<file path="src/rtl/lof_det_div.sv">
// Restoring divider, one quotient bit per cycle.
module lof_det_div #(
    parameter int NW = 42,
    parameter int DW = 29
) (
    input  logic          i_clk,
    input  logic          i_rst_n,
    input  logic          i_start,
    input  logic [NW-1:0] i_num,
    input  logic [DW-1:0] i_den,
    output logic          o_done,
    output logic [NW-1:0] o_quot
);
    localparam int CW = $clog2(NW + 1);

    logic          r_busy;
    logic          r_done;
    logic [CW-1:0] r_cnt;
    logic [NW-1:0] r_q;
    logic [DW:0]   r_rem;
    logic [DW-1:0] r_den;
    logic [DW:0]   rem_sh;
    logic          take;

    always_comb begin
        rem_sh = {r_rem[DW-1:0], r_q[NW-1]};
        take   = (rem_sh >= {1'b0, r_den});
    end

    always_ff @(posedge i_clk) begin
        if (!i_rst_n) begin
            r_busy <= 1'b0;
            r_done <= 1'b0;
        end else begin
            r_done <= r_busy && !i_start && (r_cnt == CW'(1));
            if (i_start) begin
                r_q    <= i_num;
                r_den  <= i_den;
                r_rem  <= '0;
                r_cnt  <= CW'(NW);
                r_busy <= 1'b1;
            end else if (r_busy) begin
                r_rem <= take ? (rem_sh - {1'b0, r_den}) : rem_sh;
                r_q   <= {r_q[NW-2:0], take};
                r_cnt <= r_cnt - 1'b1;
                if (r_cnt == CW'(1)) r_busy <= 1'b0;
            end
        end
    end

    assign o_done = r_done;
    assign o_quot = r_q;

endmodule

</file>
<file path="config.mk">
export PLATFORM = sky130hd
export DESIGN_NAME = lof_det_div
export DESIGN_NICKNAME = d
export VERILOG_FILES = /design/src/rtl/lof_det_div.sv
export SDC_FILE = /design/constraint.sdc
export NUM_CORES = 1
export LEC_CHECK = 0
export BUFFER_PORTS_ARGS = -buffer_cell sky130_fd_sc_hd__buf_2
export CAP_MARGIN = 20
export CORE_AREA = 10 10 122 124
export DETAILED_ROUTE_END_ITERATION = 12
export DIE_AREA = 0 0 132 134
export PLACE_DENSITY = 0.83
export SLEW_MARGIN = 20
export SYNTH_ARGS = -nofsm -noshare
export SYNTH_HDL_FRONTEND = slang
export SYNTH_SLANG_ARGS = --single-unit
</file>
<file path="constraint.sdc">
create_clock -name i_clk -period 3.7 [get_ports i_clk]
set_input_delay 0.185 -clock i_clk [delete_from_list [all_inputs] [get_ports i_clk]]
set_output_delay 0.185 -clock i_clk [all_outputs]
set_load 0.005 [all_outputs]
</file>
**Word-level counts from Yosys, hierarchy flattened**

Cells that the tools add are included.

- $add $sub $neg: 2
- Multipliers: 0
- Div/mod/pow operators: 0
- Magnitude comparators: 1
- Eq/ne operators: 1
- Shift-type cells: 0
- Muxes and demuxes: 8
- Bitwise operators: 0
- Reduce and logical (&&, ||, !) cells: 6

Operator list:

| operator | count |
|---|---|
| 2-to-1 mux 42 bit | 2 |
| 2-to-1 mux 29 bit | 2 |
| greater-or-equal comparator 30 x 29 -> 1 bit | 1 |
| subtractor 29 bit | 1 |
| equality test 6 x 1 -> 1 bit, second input constant | 1 |
| 2-to-1 mux 6 bit | 1 |
| subtractor 6 x 1 -> 6 bit, second input constant | 1 |
| AND reduction 2 bit | 2 |
| 2-to-1 mux 1 bit | 3 |
| logical AND 1 bit | 2 |
| nonzero test 2 bit | 1 |
| logical NOT 1 bit | 1 |

- Register bits after elaboration: 108
- Bits in latches: 0
- Bits in writable memories: 0
- Memory bits (read-only): 0
- Bits of input ports: 74
- Output and inout port bits: 43
- Word-level logic and storage cells: 24
- Memories kept: 0

**Depth between registers and ports, before layout**

- Word-level depth: 4
- Gate-level depth with buffers: 13

**Worst setup path after synthesis**

OpenSTA, ideal clock, no wires.

- Path kind: input to register
- From: input port i_start
- To: register r_q[0], in the netlist o_quot[0], enable pin
- Library setup time: 0.441 ns
- Arrival time: 2.497 ns
- Data required time: 3.259 ns
- Slack: 0.762 ns
- Cell stages on the path: 3
- Buffers on the path: 2
- Path through: clkbuf_1 -> clkbuf_1 -> o21a_1

- Word-level cells in the longest chain between the ends: 2

Ends and longest elaborated chain:

| item | line | source |
|---|---|---|
| start, declared | 8 | `input logic i_start,` |
| nonzero test 2 bit (no line) | - |  |
| AND reduction 2 bit (no line) | - |  |
| end signal, assigned | 37 | `r_q <= i_num;` |
| end signal, assigned | 44 | `r_q <= {r_q[NW-2:0], take};` |
| end, declared | 19 | `logic [NW-1:0] r_q;` |

Every way passes these cells.
A chain may end at the register's enable or synchronous reset.

**Worst setup path in the final report**

- From: register r_q[41], in the netlist o_quot[41]
- To: register r_rem[6], data pin

- Word-level cells in the longest chain between the ends: 3

Ends and longest elaborated chain:

| item | line | source |
|---|---|---|
| subtractor 29 bit / greater-or-equal comparator 30 x 29 -> 1 bit (equally long branches) | 43, 27 |  |
| 2-to-1 mux 29 bit (*) | 43 | `r_rem <= take ? (rem_sh - {1'b0, r_den}) : rem_sh;` |
| 2-to-1 mux 29 bit (*) | 42 | `end else if (r_busy) begin` |
| end signal, assigned | 43 |  |
| end, declared | 20 | `logic [DW:0] r_rem;` |

Every way passes the cells marked *; elsewhere a longest branch is shown, timed or not. The select of a mux whose other input is x is not followed.

==> flow_metrics.py <==
metrics = {
    "finish": {
        "num_antenna_cells": 0,
        "area_growth_pct": 21.8,
        "multi_input_area_sq_um": 2600,
        "nFillCells": 1008,
        "drive_gt1_frac": 0.293,
        "fin_nets": 771,
        "register_area_sq_um": 3220,
        "instances_no_fill": 842,
    },
    "floorplan": {
        "num_rows": 41,
        "core_sq_um": 12500,
        "die_area_sq_um": 17700,
        "die_y_um": 134,
        "die_w_um": 132,
        "initial_core_util": 0.486,
        "io_pins": 117,
    },
    "routing": {
        "drt_wl_total_um": 14500,
        "drt_iter0_drc": 253,
        "num_vias": 4536,
        "highest_layer": "met5",
        "via_per_inst": 5.39,
        "ant_nets": 0,
        "post_drt_wl_per_cell_um": 17.2,
        "drt_first_pass_iters": 5,
        "wl_met2_um": 6930,
        "drc": 0,
        "wl_met3_um": 1450,
        "met1_length_um": 5930,
    },
    "power": {
        "ir_drop_mv": 0.445,
        "powerDensity_nw_per_um2": 460,
        "p_leak_uw": 0.00308,
    },
    "job": {
        "maxCapViolCount": 0,
    },
    "synth": {
        "yosysTopAreaCellShare": 0.525,
        "synth_area_leader_cell": "edfxtp_1",
        "ys_warn_count": 0,
        "yosys-top-cells-area": "edfxtp_1, mux2_2, ha_1, nand2_1, a21oi_1",
        "syn_area_sq_um": 6060,
        "synth-edff-count": 106,
        "avgSynthCellArea_sq_um": 11.5,
        "ys_ff_latch": 108,
        "syn_nets": 631,
        "syn_inst": 525,
        "ys_seq_area_frac": 0.532,
        "ys_async_sr_fraction": 0,
        "synth.distinct_cells": 58,
        "synth_flop_cell": "edfxtp_1",
    },
    "sta": {
        "relSlewSlack": 0.518,
        "max_slew.worst_pin.slew_ns": 0.724,
        "fin_setup_tns_ns": 0,
        "final.setup_skew_ns": 0.0181,
        "slew_viol_final": 0,
        "hold_violations": 0,
        "fin_crit_ns": 3.17,
        "rsz0062_at_grt": "no",
        "post-route-period-util": 0.857,
        "final-setup-viol-count": 0,
        "max_freq_ghz": 0.315,
    },
    "grt": {
        "grt_pass1_wl_um": 23900,
        "grt_pass1_vias": 4917,
        "grt_max_degree": 78,
        "antenna_found_initial": 1,
        "track_usage": 0.164,
        "grt_overflow": 0,
    },
    "clock_tree": {
        "cts_tree": "done",
        "cts_buffers": 9,
        "cts_setup_buffers": 0,
        "cts_sinks": 108,
        "ctsResizeCount": 0,
        "clkTransAtPathRegs_ns": 0.07,
        "cts_htree_levels": 3,
        "clock_path_buffers": 2,
        "clk_root_buffer_cell": "clkbuf_16",
        "clock_latency_ns": 0.36,
        "cts-hold-fix-buffers": 27,
    },
    "placed_design": {
        "dp_hpwl_um": 10500,
        "dp.cells": 798,
        "port_buffers": 116,
        "routabilityCongestion": 0.891,
    },
    "setup_path": {
        "reg2reg_slack_ns": 0.53,
        "worstSetupEndpointType": "register",
        "r2r-end": "r_rem[6]",
        "start_kind": "register",
        "r2r_start": "o_quot[41]",
        "cp.arrival_ns": 3.37,
        "rr_worst_depth": 12,
        "critical_path_class": "register to register",
        "critPathRequiredTime_ns": 3.90,
        "critPathMaxFanout": 39,
    },
    "worst_hold_path": {
        "hp-class": "primary input to register",
        "min-delay-start": "i_den[10]",
        "holdPathStages": 1,
        "min_to": "r_den[10]",
    },
    "status": {
        "status": "finished, final reports clean",
    },
}
==> state kept, by name, summed over array words and instances, names as in the netlist <==
signal  count
r_busy      1
o_quot     42
o_done      1
r_cnt       6
r_den      29
r_rem      29
==> routing by layer <==
layer  global-route usage  vias to the layer above
met2                0.269                      168
met1                0.186                     2154
met5                    0                        -
met4               0.0501                        2
li1                     -                     2199
met3               0.0784                       13
==> power by group <==
| part | total, uW | internal, uW | switching (uW) | leakage [uW] |
|---|---|---|---|---|
| Clock | 1000 | 535 | 468 | 0.000145 |
| Combinational | 859 | 380 | 479 | 0.00191 |
| Sequential | 1530 | 1480 | 53.3 | 0.00103 |
==> stage by stage <==
step	hold slack, ns	power (uW)	util	area, sq um	worst slack [ns]
after CTS	0.000156	3410	0.590	7360	0.520
after global routing	0.00757	3570	0.592	7380	0.288
after detailed placement	0.363	2380	0.544	6790	0.550
final	0.0184	3390	0.592	7380	0.529
after floorplan	0.284	2180	-	6060	0.762
after global placement	0.365	2350	0.544	6790	0.701
==> kinds of logic (layout without fill, tap and decap cells) <==
kind of cell | Yosys count | count (layout) | synth area share
DFF | 108 | 108 | 0.532
and+or+nand+nor | 146 | 146 | 0.110
adders and majority gates | 32 | 32 | 0.0673
xor gates and xnor gates | 27 | 27 | 0.0390
AOI/OAI and AO/OA | 115 | 115 | 0.130
buffers and inverters | 53 | 198 | 0.0398
muxes | 44 | 44 | 0.0815
==> worst max-delay path by stage <==
stage                    start  slack (ns)         to  cells past startpoint
CTS                 o_quot[41]        0.52   r_rem[6]                     12
global route        o_quot[41]        0.29   r_rem[6]                     12
detailed placement  o_quot[41]        0.55   r_rem[6]                     12
floorplan              i_start        0.76  o_quot[0]                      3
finish              o_quot[41]        0.53   r_rem[6]                     12
global placement    o_quot[41]        0.70  r_rem[18]                     12
==> cell usage after synthesis (2+ instances only) <==
library cell / n
nor3_1: 8
xnor2_1: 14
edfxtp_1: 106
clkbuf_1: 7
a211o_1: 2
inv_1: 35
o211ai_1: 4
nor2b_1: 3
dfxtp_1: 2
nand3_1: 9
o21bai_1: 2
or2_2: 2
buf_1: 2
buf_2: 4
nand2b_1: 7
nor2_1: 34
buf_6: 2
a21oi_1: 43
xor2_1: 13
buf_8: 2
o21ba_2: 2
o21ai_0: 13
a211oi_1: 7
o22ai_1: 4
and3_1: 3
nand2_1: 61
nand4_1: 5
and2_1: 5
mux2_2: 43
ha_1: 31
or3_1: 2
a21o_1: 17
nor4_1: 2
a211oi_2: 3
o21a_1: 3
==> worst max-delay path, stage by stage (launching register included) <==
cell and delay (ns):
edfxtp_1 0.41, inv_1 0.07, ha_1 0.15, inv_1 0.05, fa_1 0.41, a21o_1 0.24
a311oi_1 0.36, o41a_1 0.26, a21oi_4 0.09, a21o_4 0.37, inv_2 0.33, nand2_1 0.13
a21oi_1 0.15
==> cells in the final DEF, fill, tap and decap left out, types with 3 or more instances in the layout <==
cell,instances
buf_2,116
edfxtp_1,106
nand2_1,61
mux2_2,43
a21oi_1,43
inv_1,35
nor2_1,34
ha_1,31
dlygate4sd3_1,27
a21o_1,17
xnor2_1,14
o21ai_0,13
xor2_1,13
nand3_1,9
clkbuf_16,9
nor3_1,8
nand2b_1,7
a211oi_1,7
nand4_1,5
and2_1,5
o211ai_1,4
o22ai_1,4
and3_1,3
a211oi_2,3
nor2b_1,3
==> final cells by class <==
type / count / area share
sequential: 108 / 0.437
multi-input combinational: 364 / 0.353
clock buffer: 10 / 0.0310
inverter: 36 / 0.0183
tap: 172 / 0.0291
timing repair buffer: 146 / 0.123
clock inverter: 6 / 0.00966
Note: power is estimated with default switching activity, not from simulation.
