--- src/rtl/lof_det_pkg.sv ---
// Shared types and constants of the local outlier factor detector.
package lof_det_pkg;

    localparam int DEF_MAX_POINTS = 256;
    localparam int DEF_MAX_K      = 16;
    localparam int DEF_MAX_DIMS   = 4;
    localparam int DEF_COORD_BITS = 16;

    localparam int KIND_W     = 2;
    localparam int CFG_IDX_W  = 2;
    localparam int CFG_DATA_W = 16;
    localparam int DIST_W     = 24;
    localparam int LOF_W      = 16;

    localparam logic [KIND_W-1:0] KIND_CLEAR = 2'd0;
    localparam logic [KIND_W-1:0] KIND_TRAIN = 2'd1;
    localparam logic [KIND_W-1:0] KIND_QUERY = 2'd2;

    localparam logic [CFG_IDX_W-1:0] CFG_NEIGHBOR_COUNT = 2'd0;
    localparam logic [CFG_IDX_W-1:0] CFG_DEVIATION      = 2'd1;
    localparam logic [CFG_IDX_W-1:0] CFG_DIMS_IN_USE    = 2'd2;

    localparam logic [4:0]  RST_NEIGHBOR_COUNT = 5'd5;
    localparam logic [15:0] RST_DEVIATION      = 16'd64;
    localparam logic [2:0]  RST_DIMS_IN_USE    = 3'd4;

    localparam logic [DIST_W-1:0] DIST_SAT = 24'hFFFFFF;
    localparam logic [LOF_W-1:0]  ONE_Q8   = 16'd256;
    localparam logic [LOF_W-1:0]  LOF_SAT  = 16'hFFFF;

    typedef struct packed {
        logic clr;
        logic ins;
    } t_cell_ctl;

endpackage

--- src/rtl/lof_det_dist.sv ---
// Euclidean distance unit: one square per dimension, then a bit-serial square root.
module lof_det_dist #(
    parameter int COORD_BITS = lof_det_pkg::DEF_COORD_BITS,
    parameter int MAX_DIMS   = lof_det_pkg::DEF_MAX_DIMS
) (
    input  logic                                i_clk,
    input  logic                                i_rst_n,
    input  logic                                i_start,
    input  logic [2:0]                          i_dims,
    input  logic [MAX_DIMS*COORD_BITS-1:0]      i_a,
    input  logic [MAX_DIMS*COORD_BITS-1:0]      i_b,
    output logic                                o_done,
    output logic [lof_det_pkg::DIST_W-1:0]      o_dist
);
    import lof_det_pkg::*;

    localparam int PW    = MAX_DIMS * COORD_BITS;
    localparam int DIW   = (MAX_DIMS > 1) ? $clog2(MAX_DIMS) : 1;
    localparam int MAG_W = COORD_BITS + 1;
    localparam int EXT_W = (MAG_W > 17) ? MAG_W : 17;

    localparam logic [2:0] D_IDLE = 3'd0;
    localparam logic [2:0] D_MUL  = 3'd1;
    localparam logic [2:0] D_ADD  = 3'd2;
    localparam logic [2:0] D_RINI = 3'd3;
    localparam logic [2:0] D_ROOT = 3'd4;
    localparam logic [2:0] D_DONE = 3'd5;

    logic [2:0]            r_state;
    logic [PW-1:0]         r_a;
    logic [PW-1:0]         r_b;
    logic [2:0]            r_n;
    logic [DIW-1:0]        r_d;
    logic                  r_sat;
    logic [31:0]           r_sq;
    logic [33:0]           r_acc;
    logic [47:0]           r_x;
    logic [47:0]           r_res;
    logic [47:0]           r_bit;
    logic [4:0]            r_stp;

    logic signed [COORD_BITS-1:0] a_c;
    logic signed [COORD_BITS-1:0] b_c;
    logic signed [MAG_W-1:0]      diff;
    logic [MAG_W-1:0]             mag;
    logic [EXT_W-1:0]             mag_x;
    logic [48:0]                  trial;

    always_comb begin
        a_c   = r_a[int'(r_d)*COORD_BITS +: COORD_BITS];
        b_c   = r_b[int'(r_d)*COORD_BITS +: COORD_BITS];
        diff  = MAG_W'(a_c) - MAG_W'(b_c);
        mag   = diff[MAG_W-1] ? MAG_W'(-diff) : MAG_W'(diff);
        mag_x = EXT_W'(mag);
        trial = {1'b0, r_res} + {1'b0, r_bit};
    end

    always_ff @(posedge i_clk) begin
        if (!i_rst_n) begin
            r_state <= D_IDLE;
        end else begin
            case (r_state)
                D_IDLE: begin
                    if (i_start) begin
                        r_a     <= i_a;
                        r_b     <= i_b;
                        r_n     <= i_dims;
                        r_d     <= '0;
                        r_sat   <= 1'b0;
                        r_acc   <= '0;
                        r_state <= D_MUL;
                    end
                end
                D_MUL: begin
                    if (|mag_x[EXT_W-1:16]) r_sat <= 1'b1;
                    r_sq    <= mag_x[15:0] * mag_x[15:0];
                    r_state <= D_ADD;
                end
                D_ADD: begin
                    r_acc <= r_acc + 34'(r_sq);
                    if (3'(r_d) + 3'd1 == r_n) begin
                        r_state <= D_RINI;
                    end else begin
                        r_d     <= r_d + 1'b1;
                        r_state <= D_MUL;
                    end
                end
                D_RINI: begin
                    if (r_sat || (|r_acc[33:32])) begin
                        r_res   <= 48'(DIST_SAT);
                        r_state <= D_DONE;
                    end else begin
                        r_x     <= {r_acc[31:0], 16'd0};
                        r_res   <= '0;
                        r_bit   <= 48'h1 << 46;
                        r_stp   <= 5'd23;
                        r_state <= D_ROOT;
                    end
                end
                D_ROOT: begin
                    if ({1'b0, r_x} >= trial) begin
                        r_x   <= r_x - trial[47:0];
                        r_res <= (r_res >> 1) + r_bit;
                    end else begin
                        r_res <= r_res >> 1;
                    end
                    r_bit <= r_bit >> 2;
                    if (r_stp == 5'd0) r_state <= D_DONE;
                    else r_stp <= r_stp - 1'b1;
                end
                D_DONE:  r_state <= D_IDLE;
                default: r_state <= D_IDLE;
            endcase
        end
    end

    assign o_done = (r_state == D_DONE);
    assign o_dist = r_res[DIST_W-1:0];

endmodule

--- config.mk ---
export PLATFORM = sky130hd
export DESIGN_NAME = lof_det_dist
export DESIGN_NICKNAME = d
export VERILOG_FILES = /design/src/rtl/lof_det_pkg.sv /design/src/rtl/lof_det_dist.sv
export SDC_FILE = /design/constraint.sdc
export NUM_CORES = 1
export LEC_CHECK = 0
export BUFFER_PORTS_ARGS = -buffer_cell sky130_fd_sc_hd__buf_2
export CAP_MARGIN = 30
export CELL_PAD_IN_SITES_DETAIL_PLACEMENT = 1
export CELL_PAD_IN_SITES_GLOBAL_PLACEMENT = 2
export CORE_MARGIN = 2
export CORE_UTILIZATION = 24
export DETAILED_ROUTE_END_ITERATION = 8
export GPL_TIMING_DRIVEN = 0
export PLACE_DENSITY = 0.61
export SYNTH_ARGS = -nofsm -noshare
export SYNTH_HDL_FRONTEND = slang
export SYNTH_SLANG_ARGS = --single-unit
--- constraint.sdc ---
create_clock -name i_clk -period 12.4 [get_ports i_clk]
set_clock_uncertainty 0.2 [all_clocks]
set_input_delay 0.62 -clock i_clk [delete_from_list [all_inputs] [get_ports i_clk]]
set_output_delay 0.62 -clock i_clk [all_outputs]
set_load 0.02 [all_outputs]
Word-level counts from Yosys, hierarchy flattened
Cells that the tools add are included.
W data, S select, Z words.
Storage, ports and cells
  bits in registers: 352
  bits of input ports: 134
  output and inout port bits: 25
Operators by class
  $add $sub $neg: 9
  multipliers: 1
  $lt $le $gt $ge: 1
  equal/unequal tests: 13
  shift operators: 2
  mux-type cells: 25
  reductions and logical operators: 17
Operator list (number)
  $pmux W48 S2: 3
  $mux W48: 4
  $shiftx A64 B7 Y16: 2
  $pmux W34 S2: 1
  $add A48 B48 Y49: 1
  $ge A48 B49 Y1: 1
  $add A47 B48 Y48: 1
  $sub A48 B48 Y48: 1
  $add A34 B32 Y34: 1
  $mux W34: 1
  $mul A16 B16 Y32: 1
  $mux W24: 1
  $mux W17: 1
  $neg A17 Y17: 1
  $sub A16 B16 Y17: 1
  $reduce_and A4 Y1: 4
  $pmux W3 S5: 1
  $ne A2 B2 Y1 const B: 7
  $mux W5: 2
  $pmux W5 S2: 1
  $reduce_and A3 Y1: 3
  $eq A3 B2 Y1 const B: 2
  $eq A3 B3 Y1 const B: 2
  $mux W2: 3
  15 further kinds: 22

Depth between registers and ports, before layout
  depth after elaboration: 6
  mapped depth: 42
  gate-level depth less buffers: 40

Least setup slack after synthesis
Ideal clock, no wire load.
  path kind: register to register
  start point: reg r_d[0]
  end point: reg r_sq[31], data pin
  library setup time: 0.262 ns
  arrival: 9.982 ns
  path slack: 1.956 ns
  stages on the path, launching flop included: 38
  period minus slack after synthesis: 10.444 ns
  cell sequence: edfxtp_1 > clkbuf_1 > buf_1 > mux4_2 > inv_1 > ha_1 > inv_1 > fa_1 > a211oi_2 > o21ai_0 > a31oi_1 > a221oi_1 > or3_4 > nor3_1 > nor2_1 > xnor2_1 > clkinv_1 > nand2_1 > (+2 left out) > fa_1 > fa_1 > fa_1 > fa_1 > inv_1 > fa_1 > inv_1 > ha_1 > a21o_1 > a21o_1 > a21oi_1 > o21ai_0 > o21ai_0 > o21a_1 > o21ai_0 > a2111oi_0 > nor3_1 > xnor2_1
On the way
  longest elaborated chain between the ends: 5
Ends and longest elaborated chain
  from (decl): line lof_det_dist.sv:33  | logic [DIW-1:0] r_d;
  from (signal assigned): line lof_det_dist.sv:84  | r_d <= r_d + 1'b1;
  $shiftx A64 B7 Y16, on equally long branches: line lof_det_dist.sv:50, lof_det_dist.sv:51
  $sub A16 B16 Y17 *: line lof_det_dist.sv:52  | diff = MAG_W'(a_c) - MAG_W'(b_c);
  $neg A17 Y17: line lof_det_dist.sv:53  | mag = diff[MAG_W-1] ? MAG_W'(-diff) : MAG_W'(diff);
  $mux W17 *: line lof_det_dist.sv:53
  $mul A16 B16 Y32 *: line lof_det_dist.sv:76  | r_sq <= mag_x[15:0] * mag_x[15:0];
  to (signal assigned): line lof_det_dist.sv:76
  to (decl): line lof_det_dist.sv:35  | logic [31:0] r_sq;
Every way passes the cells marked *; elsewhere a longest branch is shown, timed or not.
A chain may end at the register's enable or synchronous reset.

Worst setup path in the final report
Same ends and word-level chain as after synthesis.

==> flow_metrics.tcl <==
set metrics [dict create \
    die_height_um 342.8 \
    vias_per_cell 4.528 \
    yosysWarnings 0 \
    detail-route-antenna-nets 0 \
    synth_area_per_cell_sq_um 10.23 \
    drtPass1Iterations 5 \
    cts_buffer_depth 3 \
    grt_overflow 0 \
    period_needed_ps 11560 \
    status "finished clean" \
    slew_viol_final 0 \
    grt_max_degree 64 \
    cts_tree "yes" \
    final.period_utilization 0.9325 \
    dp_hpwl_mm 65.37 \
    fill_cells 12980 \
    critPathMostFrequentCell "fa_1" \
    synth_cell_types 82 \
    dieArea_sq_um 117500 \
    portBuffers 158 \
    track_usage 0.1415 \
    grt_pass1_wl_mm 130.3 \
    grt_antenna_before_repair 2 \
    nets 3591 \
    start_util 0.2416 \
    start_kind "flip-flop" \
    synth.cell_area_sq_um 27550 \
    yosysSeqAreaShare 0.3553 \
    max_freq_ghz 0.08648 \
    clkLatencyLatePin_ps 610 \
    ys_ff_latch 327 \
    core_region_area_sq_um 114000 \
    area_growth_syn_to_layout_pct 21.13 \
    drc 0 \
    rsz0062_at_grt "false" \
    syn_nets 3237 \
    synthFlopType "edfxtp_1" \
    worst_ep_arrival_time_ps 11740 \
    hold_class "in2reg" \
    max_stage_delay_ps 580 \
    place.gp.congestion 0.7726 \
    multi_input_area_sq_um 16340 \
    vias 20790 \
    numCtsBuffers 42 \
    cts-htree-levels 2 \
    slew_headroom 0.3498 \
    synth_edf_count 324 \
    num_rows 124 \
    path_class "reg2reg" \
    cts-root-buf "clkbuf_16" \
    cp_max_fo 10 \
    final-hold-violation-count 0 \
    cap_violations 0 \
    regArea_sq_um 9789 \
    synthCells 2692 \
    cts_sinks 327 \
    initialDrtViolationCount 790 \
    critPathRequiredTime_ps 12580 \
    end_kind "flip-flop" \
    clkTransAtPathRegs_ps 60 \
    tightest_slew_ps 975.3 \
    crit_slowest_cell "mux4_2" \
    grt_pass1_vias 22680 \
    drt_wl_total_mm 82.37 \
    io_pins 159 \
    hold_ws_ps 162.8 \
    setup-violations-final 0 \
    wire_per_inst_um 17.94 \
    die-width_um 342.8 \
    cts_setup_buffers 0 \
    async_flop_share 0 \
    drive_gt1_frac 0.1183 \
]
==> metal layers <==
layer,wire length (um),GRT usage,up-vias
met5,11,0,-
met4,1522,0.03024,2
met3,1967,0.01828,83
met2,41550,0.2563,206
met1,37310,0.1786,10310
li1,-,-,10190
==> synth_stat cells, types with 4 or more instances <==
cell type | n | area [sq um]
o211ai_1 | 8 | 60.06
a31oi_1 | 45 | 281.5
a21boi_0 | 8 | 60.06
nor2b_1 | 36 | 225.2
or2_2 | 4 | 25.02
nand2b_1 | 32 | 200.2
ha_1 | 245 | 3065
and4_1 | 4 | 35.03
nor3_1 | 28 | 140.1
a31o_2 | 17 | 148.9
or3_1 | 8 | 50.05
nand3_1 | 26 | 130.1
xor2_1 | 111 | 972.2
and2_1 | 9 | 56.30
o21ai_1 | 4 | 20.02
buf_2 | 6 | 30.03
edfxtp_1 | 324 | 9729
o31ai_1 | 11 | 82.58
or4_1 | 4 | 30.03
nor4b_1 | 4 | 35.03
buf_4 | 24 | 180.2
nand4_1 | 31 | 193.9
nor2_1 | 225 | 844.6
a211o_1 | 7 | 61.31
a221oi_1 | 5 | 43.79
xnor2_1 | 111 | 972.2
a21o_1 | 70 | 525.5
mux4_2 | 32 | 720.7
a221o_1 | 4 | 40.04
inv_1 | 293 | 1100
o21bai_1 | 28 | 210.2
fa_1 | 166 | 3323
a21oi_1 | 142 | 710.7
nor4_1 | 7 | 43.79
mux2i_1 | 6 | 60.06
buf_1 | 6 | 22.52
nand2_1 | 232 | 870.8
o21a_1 | 14 | 105.1
a211oi_1 | 15 | 112.6
clkbuf_1 | 54 | 202.7
and3_1 | 54 | 337.8
o21ai_0 | 166 | 830.8
==> flip-flops by register name (all words and copies together), names as in the netlist, 5 cells and up <==
signal  cells
r_bit      24
r_b        64
r_res      48
r_stp       5
r_acc      34
r_x        48
r_a        64
r_sq       31
==> critical path, delay by kind of cell, from the launching register on <==
| kind | cells | cell delay [ps] |
|---|---|---|
| muxes | 1 | 580 |
| buffers and inverters | 6 | 1220 |
| xor gates and xnor gates | 3 | 970 |
| DFF | 1 | 350 |
| adders and majority gates | 8 | 3980 |
| AOI/OAI and AO/OA | 10 | 2610 |
| and+or+nand+nor | 7 | 1430 |
==> metrics by stage <==
stage               setup TNS [ps]  area [sq um]  cells  worst slack, ps    util
floorplan                        0         27550   2692             1956       -
global placement            -41530         30230   4362            -1191  0.2651
detailed placement           -1386         30560   4383           -791.0  0.2680
CTS                              0         33300   4590            37.49  0.2920
global route                     0         33370   4591            54.81  0.2927
finish                           0         33370   4591            837.2  0.2927
==> timing repair <==
item | in CTS | in global routing
hold buffers | 131 | 0
endpoints found under the setup margin | 8 | 4
endpoints found under the hold margin | 131 | 0
gates resized for setup | 8 | 14
==> final timing paths <==
| check | from | endpoint | slack, ps | cells after the start |
|---|---|---|---|---|
| max | r_d[0]$_SDFFCE_PN0P_ | r_sq[31]$_DFFE_PP_ | 840 | 35 |
| min | i_rst_n | r_state[2]$_SDFFE_PN0P_ | 160 | 2 |
| max reg2reg | r_d[0]$_SDFFCE_PN0P_ | r_sq[31]$_DFFE_PP_ | 840 | 35 |
| min reg2reg | r_acc[2]$_SDFFCE_PN0P_ | r_x[18]$_DFFE_PP_ | 380 | 2 |
==> layout by cell type, fill, tap and decap left out, types with 10 or more instances in the layout <==
master         count
nand2_1          232
fa_1             166
a31o_2            17
clkbuf_16         42
o21a_1            13
inv_1            293
clkbuf_1          58
nand4_1           31
a21oi_1          141
o21bai_1          28
xnor2_1          106
a31oi_1           45
buf_4             29
mux4_2            32
dlygate4sd3_1    131
a21o_1            70
nand2b_1          32
o21ai_0          165
nand3_1           26
a211oi_1          14
nor2b_1           36
nor2_1           225
xor2_1           109
buf_2            167
edfxtp_1         324
ha_1             245
nor3_1            26
and3_1            54
o31ai_1           10
==> final cells by class <==
type / instances / area share
repair buffers: 310 / 0.07187
clock buffers: 49 / 0.03228
inverters: 297 / 0.03344
well taps: 1512 / 0.05669
clock inverters: 27 / 0.009410
flip-flops and latches: 327 / 0.2933
multi-input cells: 1978 / 0.4897
plain buffers: 90 / 0.01320
diodes: 1 / 0.00007498
==> cell families (layout without fill, tap and decap cells) <==
| group | after synthesis | in the layout | synth area share |
|---|---|---|---|
| AOI/OAI and AO/OA | 587 | 587 | 0.1349 |
| xor gates and xnor gates | 224 | 224 | 0.07175 |
| adders and majority gates | 411 | 411 | 0.2319 |
| buffers and inverters | 387 | 773 | 0.05627 |
| DFF | 327 | 327 | 0.3553 |
| muxes | 39 | 39 | 0.02888 |
| other | 0 | 1 | 0 |
| and+or+nand+nor | 717 | 717 | 0.1210 |
Power is not shown: default switching activity piles up to over one toggle a cycle in this logic, so the estimate is an artifact.
